===== src/rtl/hpq_pkg.sv =====
// ----------------------------------------------------------------------------
// hpq_pkg
// Types and codes used by the max-heap priority queue.
// ----------------------------------------------------------------------------
package hpq_pkg;

  // Operation carried by a request transaction
  typedef enum logic {
    MODE_INSERT  = 1'b0,
    MODE_EXTRACT = 1'b1
  } hpq_mode_e;

  // Completion code of a transaction
  typedef enum logic [1:0] {
    STATUS_DONE  = 2'd0,
    STATUS_FULL  = 2'd1,
    STATUS_EMPTY = 2'd2
  } hpq_status_e;

  // Sequencer states
  typedef enum logic [3:0] {
    ST_IDLE,
    ST_IN_CHK,
    ST_IN_CMP,
    ST_EX_ROOT,
    ST_EX_LAST,
    ST_SD_LOAD,
    ST_SD_CHK,
    ST_SD_LEFT,
    ST_SD_RIGHT
  } hpq_state_e;

  localparam int unsigned ValueW = 32;
  localparam int unsigned CountW = 5;

  typedef struct packed {
    hpq_mode_e                mode;
    logic signed [ValueW-1:0] item_value;
  } hpq_req_t;

  typedef struct packed {
    logic signed [ValueW-1:0] removed_value;
    hpq_status_e              status;
    logic [CountW-1:0]        entry_count;
  } hpq_rsp_t;

endpackage


===== src/rtl/hpq_mem.sv =====
// ----------------------------------------------------------------------------
// hpq_mem
// Heap storage: one write port, one read port, registered read data.
// ----------------------------------------------------------------------------
module hpq_mem #(
  parameter int unsigned Depth = 16,
  parameter int unsigned Width = 32
) (
  input  logic                     clk_i,
  input  logic                     we_i,
  input  logic [$clog2(Depth)-1:0] waddr_i,
  input  logic [Width-1:0]         wdata_i,
  input  logic                     re_i,
  input  logic [$clog2(Depth)-1:0] raddr_i,
  output logic [Width-1:0]         rdata_o
);

  logic [Width-1:0] mem_q [Depth];
  logic [Width-1:0] rdata_q;

  // write port
  always_ff @(posedge clk_i) begin
    if (we_i) begin
      mem_q[waddr_i] <= wdata_i;
    end
  end

  // read port, registered
  always_ff @(posedge clk_i) begin
    if (re_i) begin
      rdata_q <= mem_q[raddr_i];
    end
  end

  assign rdata_o = rdata_q;

endmodule


===== src/rtl/max_heap_priority_queue.sv =====
// ----------------------------------------------------------------------------
// max_heap_priority_queue
// Binary max-heap priority queue held in one synchronous RAM.
// ----------------------------------------------------------------------------
// A transaction is taken when start is high and busy is low; busy then stays
// high until the result strobe, and the result is on rsp_o for exactly that
// one cycle (it cannot be held off). The heap lives in a single-port-read,
// single-port-write RAM, and each heap level costs RAM reads. An insert reads
// the parent at each level, moves it down while it is smaller than the new
// value, and writes the value at the root or where it stops. An extract
// fetches the root and then the last entry; at each level that the moved
// entry sinks it reads the left child and, when one exists, the right child,
// and moves the larger child up. The entry is written at a leaf or where it
// stops above its children; an extract that empties the heap skips the
// sift-down. Refused transactions (insert when full, extract when empty)
// complete with the strobe and never raise busy.
// The entry count reported is the low 5 bits of the fill level.
module max_heap_priority_queue #(
  parameter int unsigned CAPACITY = 16
) (
  input  logic              clk_i,
  input  logic              rst_ni,
  input  logic              start,
  output logic              busy,
  input  hpq_pkg::hpq_req_t req_i,
  output logic              rsp_valid_o,
  output hpq_pkg::hpq_rsp_t rsp_o
);

  import hpq_pkg::*;

  localparam int unsigned AW = $clog2(CAPACITY);
  localparam int unsigned CW = $clog2(CAPACITY + 1);
  localparam int unsigned XW = AW + 2;

  hpq_state_e state_q, state_d;

  logic [CW-1:0]     cnt_q, cnt_d;
  logic [AW-1:0]     pos_q, pos_d;
  logic [ValueW-1:0] val_q, val_d;
  logic [ValueW-1:0] left_q, left_d;
  logic [ValueW-1:0] removed_q, removed_d;
  hpq_status_e       status_q, status_d;
  logic              rsp_valid_q, rsp_valid_d;

  logic              mem_we, mem_re;
  logic [AW-1:0]     mem_waddr, mem_raddr;
  logic [ValueW-1:0] mem_wdata, mem_rdata;

  logic [AW-1:0]     parent;
  logic [XW-1:0]     lchild, rchild, cnt_x;
  logic              accept;
  logic [CW+4:0]     cnt_ext;

  hpq_mem #(
    .Depth (CAPACITY),
    .Width (ValueW)
  ) u_mem (
    .clk_i   (clk_i),
    .we_i    (mem_we),
    .waddr_i (mem_waddr),
    .wdata_i (mem_wdata),
    .re_i    (mem_re),
    .raddr_i (mem_raddr),
    .rdata_o (mem_rdata)
  );

  // heap index arithmetic
  assign parent = AW'((pos_q - AW'(1)) >> 1);
  assign lchild = {1'b0, pos_q, 1'b1};
  assign rchild = lchild + XW'(1);
  assign cnt_x  = XW'(cnt_q);
  assign accept = start && !busy;

  // sequencer: next state, RAM control and result
  always_comb begin
    state_d     = state_q;
    cnt_d       = cnt_q;
    pos_d       = pos_q;
    val_d       = val_q;
    left_d      = left_q;
    removed_d   = removed_q;
    status_d    = status_q;
    rsp_valid_d = 1'b0;
    mem_we      = 1'b0;
    mem_waddr   = pos_q;
    mem_wdata   = val_q;
    mem_re      = 1'b0;
    mem_raddr   = '0;

    unique case (state_q)
      ST_IDLE: begin
        if (accept) begin
          removed_d = '0;
          status_d  = STATUS_DONE;
          if (req_i.mode == MODE_INSERT) begin
            if (cnt_q >= CW'(CAPACITY)) begin
              status_d    = STATUS_FULL;
              rsp_valid_d = 1'b1;
            end else begin
              val_d   = req_i.item_value;
              pos_d   = cnt_q[AW-1:0];
              cnt_d   = cnt_q + CW'(1);
              state_d = ST_IN_CHK;
            end
          end else begin
            if (cnt_q == '0) begin
              status_d    = STATUS_EMPTY;
              rsp_valid_d = 1'b1;
            end else begin
              cnt_d   = cnt_q - CW'(1);
              state_d = ST_EX_ROOT;
            end
          end
        end
      end

      // sift-up: the hole climbs while the parent is smaller
      ST_IN_CHK: begin
        if (pos_q == '0) begin
          mem_we      = 1'b1;
          rsp_valid_d = 1'b1;
          state_d     = ST_IDLE;
        end else begin
          mem_re    = 1'b1;
          mem_raddr = parent;
          state_d   = ST_IN_CMP;
        end
      end

      ST_IN_CMP: begin
        mem_we = 1'b1;
        if ($signed(val_q) > $signed(mem_rdata)) begin
          mem_wdata = mem_rdata;
          pos_d     = parent;
          state_d   = ST_IN_CHK;
        end else begin
          rsp_valid_d = 1'b1;
          state_d     = ST_IDLE;
        end
      end

      // extract: fetch root, then the last entry
      ST_EX_ROOT: begin
        mem_re    = 1'b1;
        mem_raddr = '0;
        state_d   = ST_EX_LAST;
      end

      ST_EX_LAST: begin
        removed_d = mem_rdata;
        mem_re    = 1'b1;
        mem_raddr = cnt_q[AW-1:0];
        state_d   = ST_SD_LOAD;
      end

      ST_SD_LOAD: begin
        val_d = mem_rdata;
        pos_d = '0;
        if (cnt_q == '0) begin
          rsp_valid_d = 1'b1;
          state_d     = ST_IDLE;
        end else begin
          state_d = ST_SD_CHK;
        end
      end

      // sift-down: the hole sinks toward the larger child
      ST_SD_CHK: begin
        if (lchild >= cnt_x) begin
          mem_we      = 1'b1;
          rsp_valid_d = 1'b1;
          state_d     = ST_IDLE;
        end else begin
          mem_re    = 1'b1;
          mem_raddr = lchild[AW-1:0];
          state_d   = ST_SD_LEFT;
        end
      end

      ST_SD_LEFT: begin
        left_d = mem_rdata;
        if (rchild < cnt_x) begin
          mem_re    = 1'b1;
          mem_raddr = rchild[AW-1:0];
          state_d   = ST_SD_RIGHT;
        end else begin
          mem_we = 1'b1;
          if ($signed(mem_rdata) > $signed(val_q)) begin
            mem_wdata = mem_rdata;
            pos_d     = lchild[AW-1:0];
            state_d   = ST_SD_CHK;
          end else begin
            rsp_valid_d = 1'b1;
            state_d     = ST_IDLE;
          end
        end
      end

      ST_SD_RIGHT: begin
        mem_we = 1'b1;
        if ($signed(mem_rdata) > $signed(left_q)) begin
          // right child is the larger
          if ($signed(mem_rdata) > $signed(val_q)) begin
            mem_wdata = mem_rdata;
            pos_d     = rchild[AW-1:0];
            state_d   = ST_SD_CHK;
          end else begin
            rsp_valid_d = 1'b1;
            state_d     = ST_IDLE;
          end
        end else begin
          // left child wins, ties included
          if ($signed(left_q) > $signed(val_q)) begin
            mem_wdata = left_q;
            pos_d     = lchild[AW-1:0];
            state_d   = ST_SD_CHK;
          end else begin
            rsp_valid_d = 1'b1;
            state_d     = ST_IDLE;
          end
        end
      end

      default: begin
        state_d = ST_IDLE;
      end
    endcase
  end

  // control registers
  always_ff @(posedge clk_i or negedge rst_ni) begin
    if (!rst_ni) begin
      state_q     <= ST_IDLE;
      cnt_q       <= '0;
      status_q    <= STATUS_DONE;
      rsp_valid_q <= 1'b0;
    end else begin
      state_q     <= state_d;
      cnt_q       <= cnt_d;
      status_q    <= status_d;
      rsp_valid_q <= rsp_valid_d;
    end
  end

  // datapath registers
  always_ff @(posedge clk_i) begin
    pos_q     <= pos_d;
    val_q     <= val_d;
    left_q    <= left_d;
    removed_q <= removed_d;
  end

  // outputs
  assign cnt_ext             = (CW + 5)'(cnt_q);
  assign busy                = (state_q != ST_IDLE);
  assign rsp_valid_o         = rsp_valid_q;
  assign rsp_o.removed_value = removed_q;
  assign rsp_o.status        = status_q;
  assign rsp_o.entry_count   = cnt_ext[CountW-1:0];

  // fill level never passes the capacity
  a_cnt_bound: assert property (@(posedge clk_i) disable iff (!rst_ni)
    cnt_q <= CW'(CAPACITY))
    else $error("fill level above capacity");

  // every RAM write lands inside the live heap
  a_wr_in_heap: assert property (@(posedge clk_i) disable iff (!rst_ni)
    mem_we |-> (XW'(mem_waddr) < cnt_x))
    else $error("heap write outside live entries");

  // an accepted transaction either starts work or reports at once
  a_accept_progress: assert property (@(posedge clk_i) disable iff (!rst_ni)
    accept |=> (busy || rsp_valid_o))
    else $error("accepted transaction dropped");

  // a result strobe follows work or an acceptance
  a_rsp_source: assert property (@(posedge clk_i) disable iff (!rst_ni)
    rsp_valid_o |-> ($past(busy) || $past(start)))
    else $error("result strobe without a transaction");

  // the strobe marks the return to idle
  a_rsp_idle: assert property (@(posedge clk_i) disable iff (!rst_ni)
    rsp_valid_o |-> !busy)
    else $error("result strobe while still busy");

endmodule

===== config.mk =====
export PLATFORM = sky130hd
export DESIGN_NAME = max_heap_priority_queue
export DESIGN_NICKNAME = d
export VERILOG_FILES = /design/src/rtl/hpq_pkg.sv /design/src/rtl/hpq_mem.sv /design/src/rtl/max_heap_priority_queue.sv
export SDC_FILE = /design/constraint.sdc
export NUM_CORES = 1
export LEC_CHECK = 0
export BUFFER_PORTS_ARGS = -buffer_cell sky130_fd_sc_hd__buf_4
export CAP_MARGIN = 10
export CORE_MARGIN = 2
export CORE_UTILIZATION = 57
export DETAILED_ROUTE_END_ITERATION = 6
export GPL_TIMING_DRIVEN = 0
export PLACE_DENSITY = 0.77
export SLEW_MARGIN = 20
export SYNTH_ARGS = -nofsm -noshare
export SYNTH_HDL_FRONTEND = slang
export SYNTH_SLANG_ARGS = --single-unit

===== constraint.sdc =====
create_clock -name clk_i -period 4.9 [get_ports clk_i]
set_input_delay 0.49 -clock clk_i [delete_from_list [all_inputs] [get_ports clk_i]]
set_output_delay 0.49 -clock clk_i [all_outputs]
set_load 0.02 [all_outputs]

## Word level (Yosys, flattened, before mapping)

Memory sizes are Yosys's and may differ from the RTL's. A register that Yosys moved wholly into a read port is not among the register bits.
Index checks and enable logic that the tools add are counted.

- Reduce and logical (&&, ||, !) cells: 17
- $lt $le $gt $ge: 7
- Muxes and demuxes: 65
- Eq/ne operators: 20
- Add/sub/neg operators: 4

Operator list:

| kind | number |
|---|---|
| $mux W32 | 9 |
| $gt A32 B32 Y1 | 4 |
| $pmux W32 S2 | 2 |
| $pmux W32 S3 | 1 |
| $mux W4 | 17 |
| $pmux W4 S9 | 1 |
| $pmux W4 S5 | 1 |
| $mux W1 | 19 |
| $eq A4 B3 Y1 const B | 4 |
| $ne A2 B2 Y1 const B | 8 |
| $pmux W4 S4 | 1 |
| $mux W3 | 5 |
| $mux W5 | 3 |
| $ne A3 B3 Y1 const B | 4 |
| $reduce_and A9 Y1 | 1 |
| $eq A4 B2 Y1 const B | 2 |
| $logic_not A4 Y1 | 2 |
| $pmux W1 S4 | 2 |
| $reduce_and A4 Y1 | 2 |
| $pmux W1 S7 | 1 |
| $add A5 B1 Y6 const B | 1 |
| $lt A6 B5 Y1 | 1 |
| $mux W2 | 3 |
| $add A5 B1 Y5 const B | 1 |
| other kinds (15) | 18 |

- Input port bits: 36
- Logic and storage cells: 122
- Output and inout port bits: 41
- Memories: 1
- Bits in registers: 112
- Memory bits (writable): 512

Memory list:

| memory | depth | bits a word | rd ports | clocked after memory_dff | write ports | line | text |
|---|---|---|---|---|---|---|---|
| u_mem.mem_q | 16 | 32 | 1 | 1 | 1 | hpq_mem.sv:18 | `logic [Width-1:0] mem_q [Depth];` |

## Logic depth before layout (Yosys ltp)

- Depth after elaboration: 6
- Mapped depth: 14
- Mapped depth without buffers: 12

## Modules after synthesis

Synthesis repeated with hierarchy kept, for this count alone.

- Cell total of the unflattened synthesis: 1643
- Area, all modules: 28398.5 um^2

By module, submodules not included:

| module | sequential area each (um^2) | times used | area an instance (um^2) | cells each |
|---|---|---|---|---|
| hpq_mem | 16335.7 | 1 | 20155.6 | 838 |
| max_heap_priority_queue | 3303.2 | 1 | 8242.9 | 805 |

## Worst setup path after synthesis

No wires, ideal clock.

- Kind: reg-to-reg
- Start point: reg pos_q[0] (netlist: mem_waddr[0])
- End point: mem u_mem.mem_q[2][0] (enable)
- Cell stages (with the launch flop): 12
- Data required time: 4439 ps
- Setup slack: 96 ps
- Period minus slack after synthesis: 4804 ps
- Data arrival time: 4343 ps
- Path buffers: 0
- Library setup time: 461 ps
- Cells stage by stage: edfxtp_1 > inv_1 > ha_1 > ha_1 > o21a_1 > o21a_1 > o21ai_1 > nand3_1 > o21ai_0 > o21ai_0 > nand2_1 > nor3_1

- Cells in the longest elaborated chain, start to end: 6
- Elaborated cells between the ends (all ways): 10
- Those cells by class: add/sub: 1; order compare: 2; mux: 6; reduce/logical: 1

RTL lines:

| element | line | text |
|---|---|---|
| from (decl) | max_heap_priority_queue.sv:39 | `logic [AW-1:0] pos_q, pos_d;` |
| from (signal assigned) | max_heap_priority_queue.sv:248 | `pos_q <= pos_d;` |
| $add A5 B1 Y6 | max_heap_priority_queue.sv:71 | `assign rchild = lchild + XW'(1);` |
| $lt A6 B5 Y1 | max_heap_priority_queue.sv:183 | `if (rchild < cnt_x) begin` |
| $mux W1 | max_heap_priority_queue.sv:183 |  |
| $pmux W1 S4 | max_heap_priority_queue.sv:91 | `unique case (state_q)` |
| $mux W1 | hpq_mem.sv:23 | `if (we_i) begin` |
| $mux W1 (not written as such) | hpq_mem.sv:24 | `mem_q[waddr_i] <= wdata_i;` |
| to (decl) | hpq_mem.sv:18 |  |

Several ways; a longest one is shown, not always the timed one.

## Worst setup path in the final report

- Start point: reg pos_q[0] (netlist: mem_waddr[0])
- End point: reg u_mem.rdata_q[21] (netlist: u_mem.rdata_o[21]), read port of u_mem.mem_q (data pin)

- Cells in the longest elaborated chain, start to end: 4
- Elaborated cells between the ends (all ways): 13
- Those cells by class: add/sub: 2; order compare: 2; mux: 8; reduce/logical: 1

RTL lines:

| element | line | text |
|---|---|---|
| $add A5 B1 Y6 | max_heap_priority_queue.sv:71 |  |
| $lt A6 B5 Y1 | max_heap_priority_queue.sv:183 |  |
| $mux W4 / $mux W1 (equally long branches) | max_heap_priority_queue.sv:183 |  |
| $pmux W4 S4 / $pmux W1 S4 (equally long branches) | max_heap_priority_queue.sv:91 |  |
| to (decl) | hpq_mem.sv:19 | `logic [Width-1:0] rdata_q;` |

Several ways; a longest one is shown, not always the timed one.
A chain may end at the register's enable or synchronous reset.

==> metrics.md <==
| Metric | Value |
|---|---|
| Root Driver | clkbuf_16 |
| Remaining global-route overflow | 0 |
| Total wire length | 77.0 mm |
| Endpoints failing setup | 0 |
| Flip-flop and latch count after synthesis | 656 |
| Vias in the first global route | between 15000 and 20000 |
| Kind of critical path | register to register |
| Seq/Total Area, Yosys | 66.1% |
| Largest net degree at the start of global routing | 39 |
| Syn. warnings | 0 |
| Cells after Synth | 2139 |
| Die X | about 230 um |
| Area share of the largest cell type after synthesis | ~65% |
| Mean post-synth cell area | approximately 14 um^2 |
| Rel. slew slack | 36.1% |
| Ant. Diodes | 0 |
| Cell Rows | 83 |
| Most used cell, CP | o21a_1 |
| Clock Sinks | approximately 660 |
| Critical path fanouts, max | 10 |
| Power per cell area | 734 nW/um^2 |
| R2r startpoint | mem_waddr[0] |
| Clock slew at reported path FFs | 0.06 ns |
| WL met3 | around 6.3 mm |
| Least-Margin Pin Slew | between 0.9 and 1 ns |
| CTS Buf Count | 69 |
| Post-synth net total | roughly 2300 |
| RSZ-0062 raised after global routing | no |
| Clk_lat worst skew | between 0.6 and 0.7 ns |
| GRT Util Overall | approximately 29% |
| Min-delay src | req_i[32] |
| Slowest-stage cell, CP | clkbuf_1 |
| Worst r2r dst | u_mem.rdata_o[21] |
| Initial DRC count | ~2200 |
| Hold Path Sink | status_q[0] |
| Synth cell count leaders | 644 x edfxtp_1, 237 x nand2_1, 161 x mux2i_1 |
| Ys flop type | edfxtp_1 |
| Core area | between 50000 and 60000 um^2 |
| Synth area leaders | edfxtp_1 65%, mux2i_1 5.4%, ha_1 4.7% |
| DR WL met2 | 37.4 mm |
| Final worst setup slack | 0.299 ns |
| Max Cap Viol | 0 |
| Asr flop ratio synth | under 10% |
| Achievable Freq | between 200 and 250 MHz |
| Total die area | ~54000 um^2 |
| Clock skew | 0.0184 ns |
| Post-detail-place hpwl | about 55 mm |
| Max H-tree Level | 3 |
| Pre-CTS setup slack | -0.0289 ns |
| First-pass GRT wire length | ~120 mm |
| Max-slew violations | 0 |
| Final worst-path cycle share | around 94% |
| Reg2reg setup slack | 0.30 ns |
| Worst EP arrival | 5.05 ns |
| Critical path endpoint category | register |
| Fin crit period | between 4 and 5 ns |
| DRC viols | 0 |
| DR WL/cell | about 25 um |
| CTS tree | built |
| Area of placed instances | roughly 32000 um^2 |
| Hold Violations, Final | 0 |
| Max Root-Sink Buffers | 3 |
| First-pass DRT Iterations | 6 |
| EDFF count, synth | around 640 |
| Area Overhead vs Synth | 14.5% |
| Initial antenna violation count | 0 |
| Nets | ~2500 |
| Vias per inst | roughly 6.4 |
| I/O pin total | between 70 and 80 |
| Die H | around 230 um |
| PortBufs | 76 |
| CP peak stage delay | ~0.74 ns |
| Req. time, crit path | roughly 5.4 ns |
| Synthesized cell area | about 30000 um^2 |
| Placer congestion estimate | between 0.9 and 1 |
| FILL cells | around 3500 |
| Highest metal used | met4 |
| Most common cell in the netlist | edfxtp_1 |
| CP cell instances | inv_1 > ha_1 > ha_1 > o21a_1 > o21a_1 > o21a_1 > o31ai_1 > a221oi_1 > nor2_1 > clkbuf_1 > a32o_1 > a221o_1 |
| Antenna-violating nets left | 0 |
| Initial Util | roughly 58% |
| Hold Path Stages | 2 |
| Final instance area | around 34000 um^2 |
| CP startpoint kind | register |
| R2R cell count | 12 |
| Vias | between 15000 and 20000 |
| Static Leak | 0.0120 uW |
| Status | finished clean |
| Share of cells above drive strength 1 | 14.3% |
| Post-synth cell types | a little over 60 |
| HP Class | primary input to register |
| Post-Route M1 WL | 29.7 mm |
| Leading area contributor after synthesis | edfxtp_1 |
| Worst VDD drop | 0.314 mV |
==> repair_timing <==
action,in CTS,in global routing
endpoints found under the setup margin,19,147
gates resized for setup,2,11
pin swaps,0,1
hold endpoints to repair,12,0
hold buffers,1,0
setup buffers,0,2
==> critical path: cells and delay by family, from the launching register on <==
kind,cells,cell delay [ns]
DFF,1,0.56
and+or+nand+nor,1,0.61
AOI/OAI and AO/OA,7,1.53
buffers and inverters,2,0.97
adders and majority gates,2,0.76
==> area by class of cell <==
| type | count | area, um^2 | area share [%] |
|---|---|---|---|
| inverter | 84 | 315 | 0.927 |
| buffer | 125 | 552 | 1.62 |
| timing repair buffer | 106 | 1000 | 2.95 |
| clock inverter | 34 | 350 | 1.03 |
| clock buffer | 84 | 1850 | 5.43 |
| tap | 680 | 851 | 2.50 |
| sequential | 656 | 19600 | 57.8 |
| multi-input combinational | 1274 | 9440 | 27.8 |
==> how the worst max path moves through the flow <==
stage	start	end	slack, ns
2_1_floorplan	mem_waddr[0]	u_mem.mem_q[2][0]	0.1
3_3_place_gp	mem_waddr[0]	u_mem.mem_q[2][26]	-2.18
3_5_place_dp	val_q[31]	u_mem.mem_q[14][11]	-0.03
4_1_cts	val_q[27]	u_mem.mem_q[13][18]	0.004
5_1_grt	mem_waddr[0]	u_mem.mem_q[1][19]	0.01
6_report	mem_waddr[0]	u_mem.rdata_o[21]	0.30
==> flip-flops by register name, indices dropped and copies added (netlist names) <==
signal	flops
removed_q	32
val_q	32
u_mem.rdata_o	32
state_q	4
left_q	32
cnt_q	5
status_q	2
mem_waddr	4
rsp_valid_o	1
u_mem.mem_q	512
==> power by group <==
part | total [uW] | internal [uW] | leakage (uW) | switching (uW)
Clock | 5130 | 3010 | 0.00107 | 2120
Combinational | 10800 | 3620 | 0.00495 | 7210
Sequential | 9000 | 8290 | 0.00602 | 709
==> metrics by stage <==
step | TNS [ns] | util [%] | total power, uW | hold slack [ns] | cells
2_1_floorplan | 0 | - | 15700 | 0.194 | 2139
3_3_place_gp | -630.33 | 60.5 | 19000 | 0.340 | 2895
3_5_place_dp | -0.450 | 61.6 | 19500 | 0.346 | 2922
4_1_cts | 0 | 65.9 | 24700 | 0.127 | 3041
5_1_grt | 0 | 66.1 | 26100 | 0.159 | 3043
6_report | 0 | 66.1 | 25000 | 0.147 | 3043
==> kinds of logic after synthesis <==
| family | after synthesis | share of synthesized area (%) |
|---|---|---|
| flops | 656 | 66.1 |
| buf+inv | 209 | 2.92 |
| simple gates | 502 | 7.99 |
| mux | 196 | 6.75 |
| compound gates | 453 | 11.1 |
| xor+xnor | 10 | 0.295 |
| fa+ha+maj | 113 | 4.79 |
==> metal layers <==
layer,GRT usage [%],up-vias
li1,-,8709
met1,37.8,9556
met2,47.7,1032
met3,3.95,229
met4,13.5,0
met5,0,-
==> cells in the final DEF (no fill, tap or decap), types with 16 or more instances in the layout <==
| master | count |
|---|---|
| nand4_1 | 27 |
| inv_1 | 83 |
| clkbuf_16 | 72 |
| o21ai_0 | 19 |
| mux2_2 | 35 |
| and2_1 | 31 |
| and3_1 | 33 |
| a32o_1 | 32 |
| a211oi_1 | 67 |
| nand3_1 | 16 |
| buf_2 | 41 |
| nor3_1 | 45 |
| o21ai_2 | 31 |
| mux2i_1 | 161 |
| a221o_1 | 36 |
| a222oi_1 | 31 |
| buf_4 | 95 |
| a22o_1 | 33 |
| a31oi_1 | 69 |
| ha_1 | 112 |
| edfxtp_1 | 644 |
| clkbuf_1 | 88 |
| nor2_1 | 29 |
| a21oi_1 | 82 |
| nand2_1 | 236 |
| and2_0 | 35 |
(Power assumes the default switching activity.)
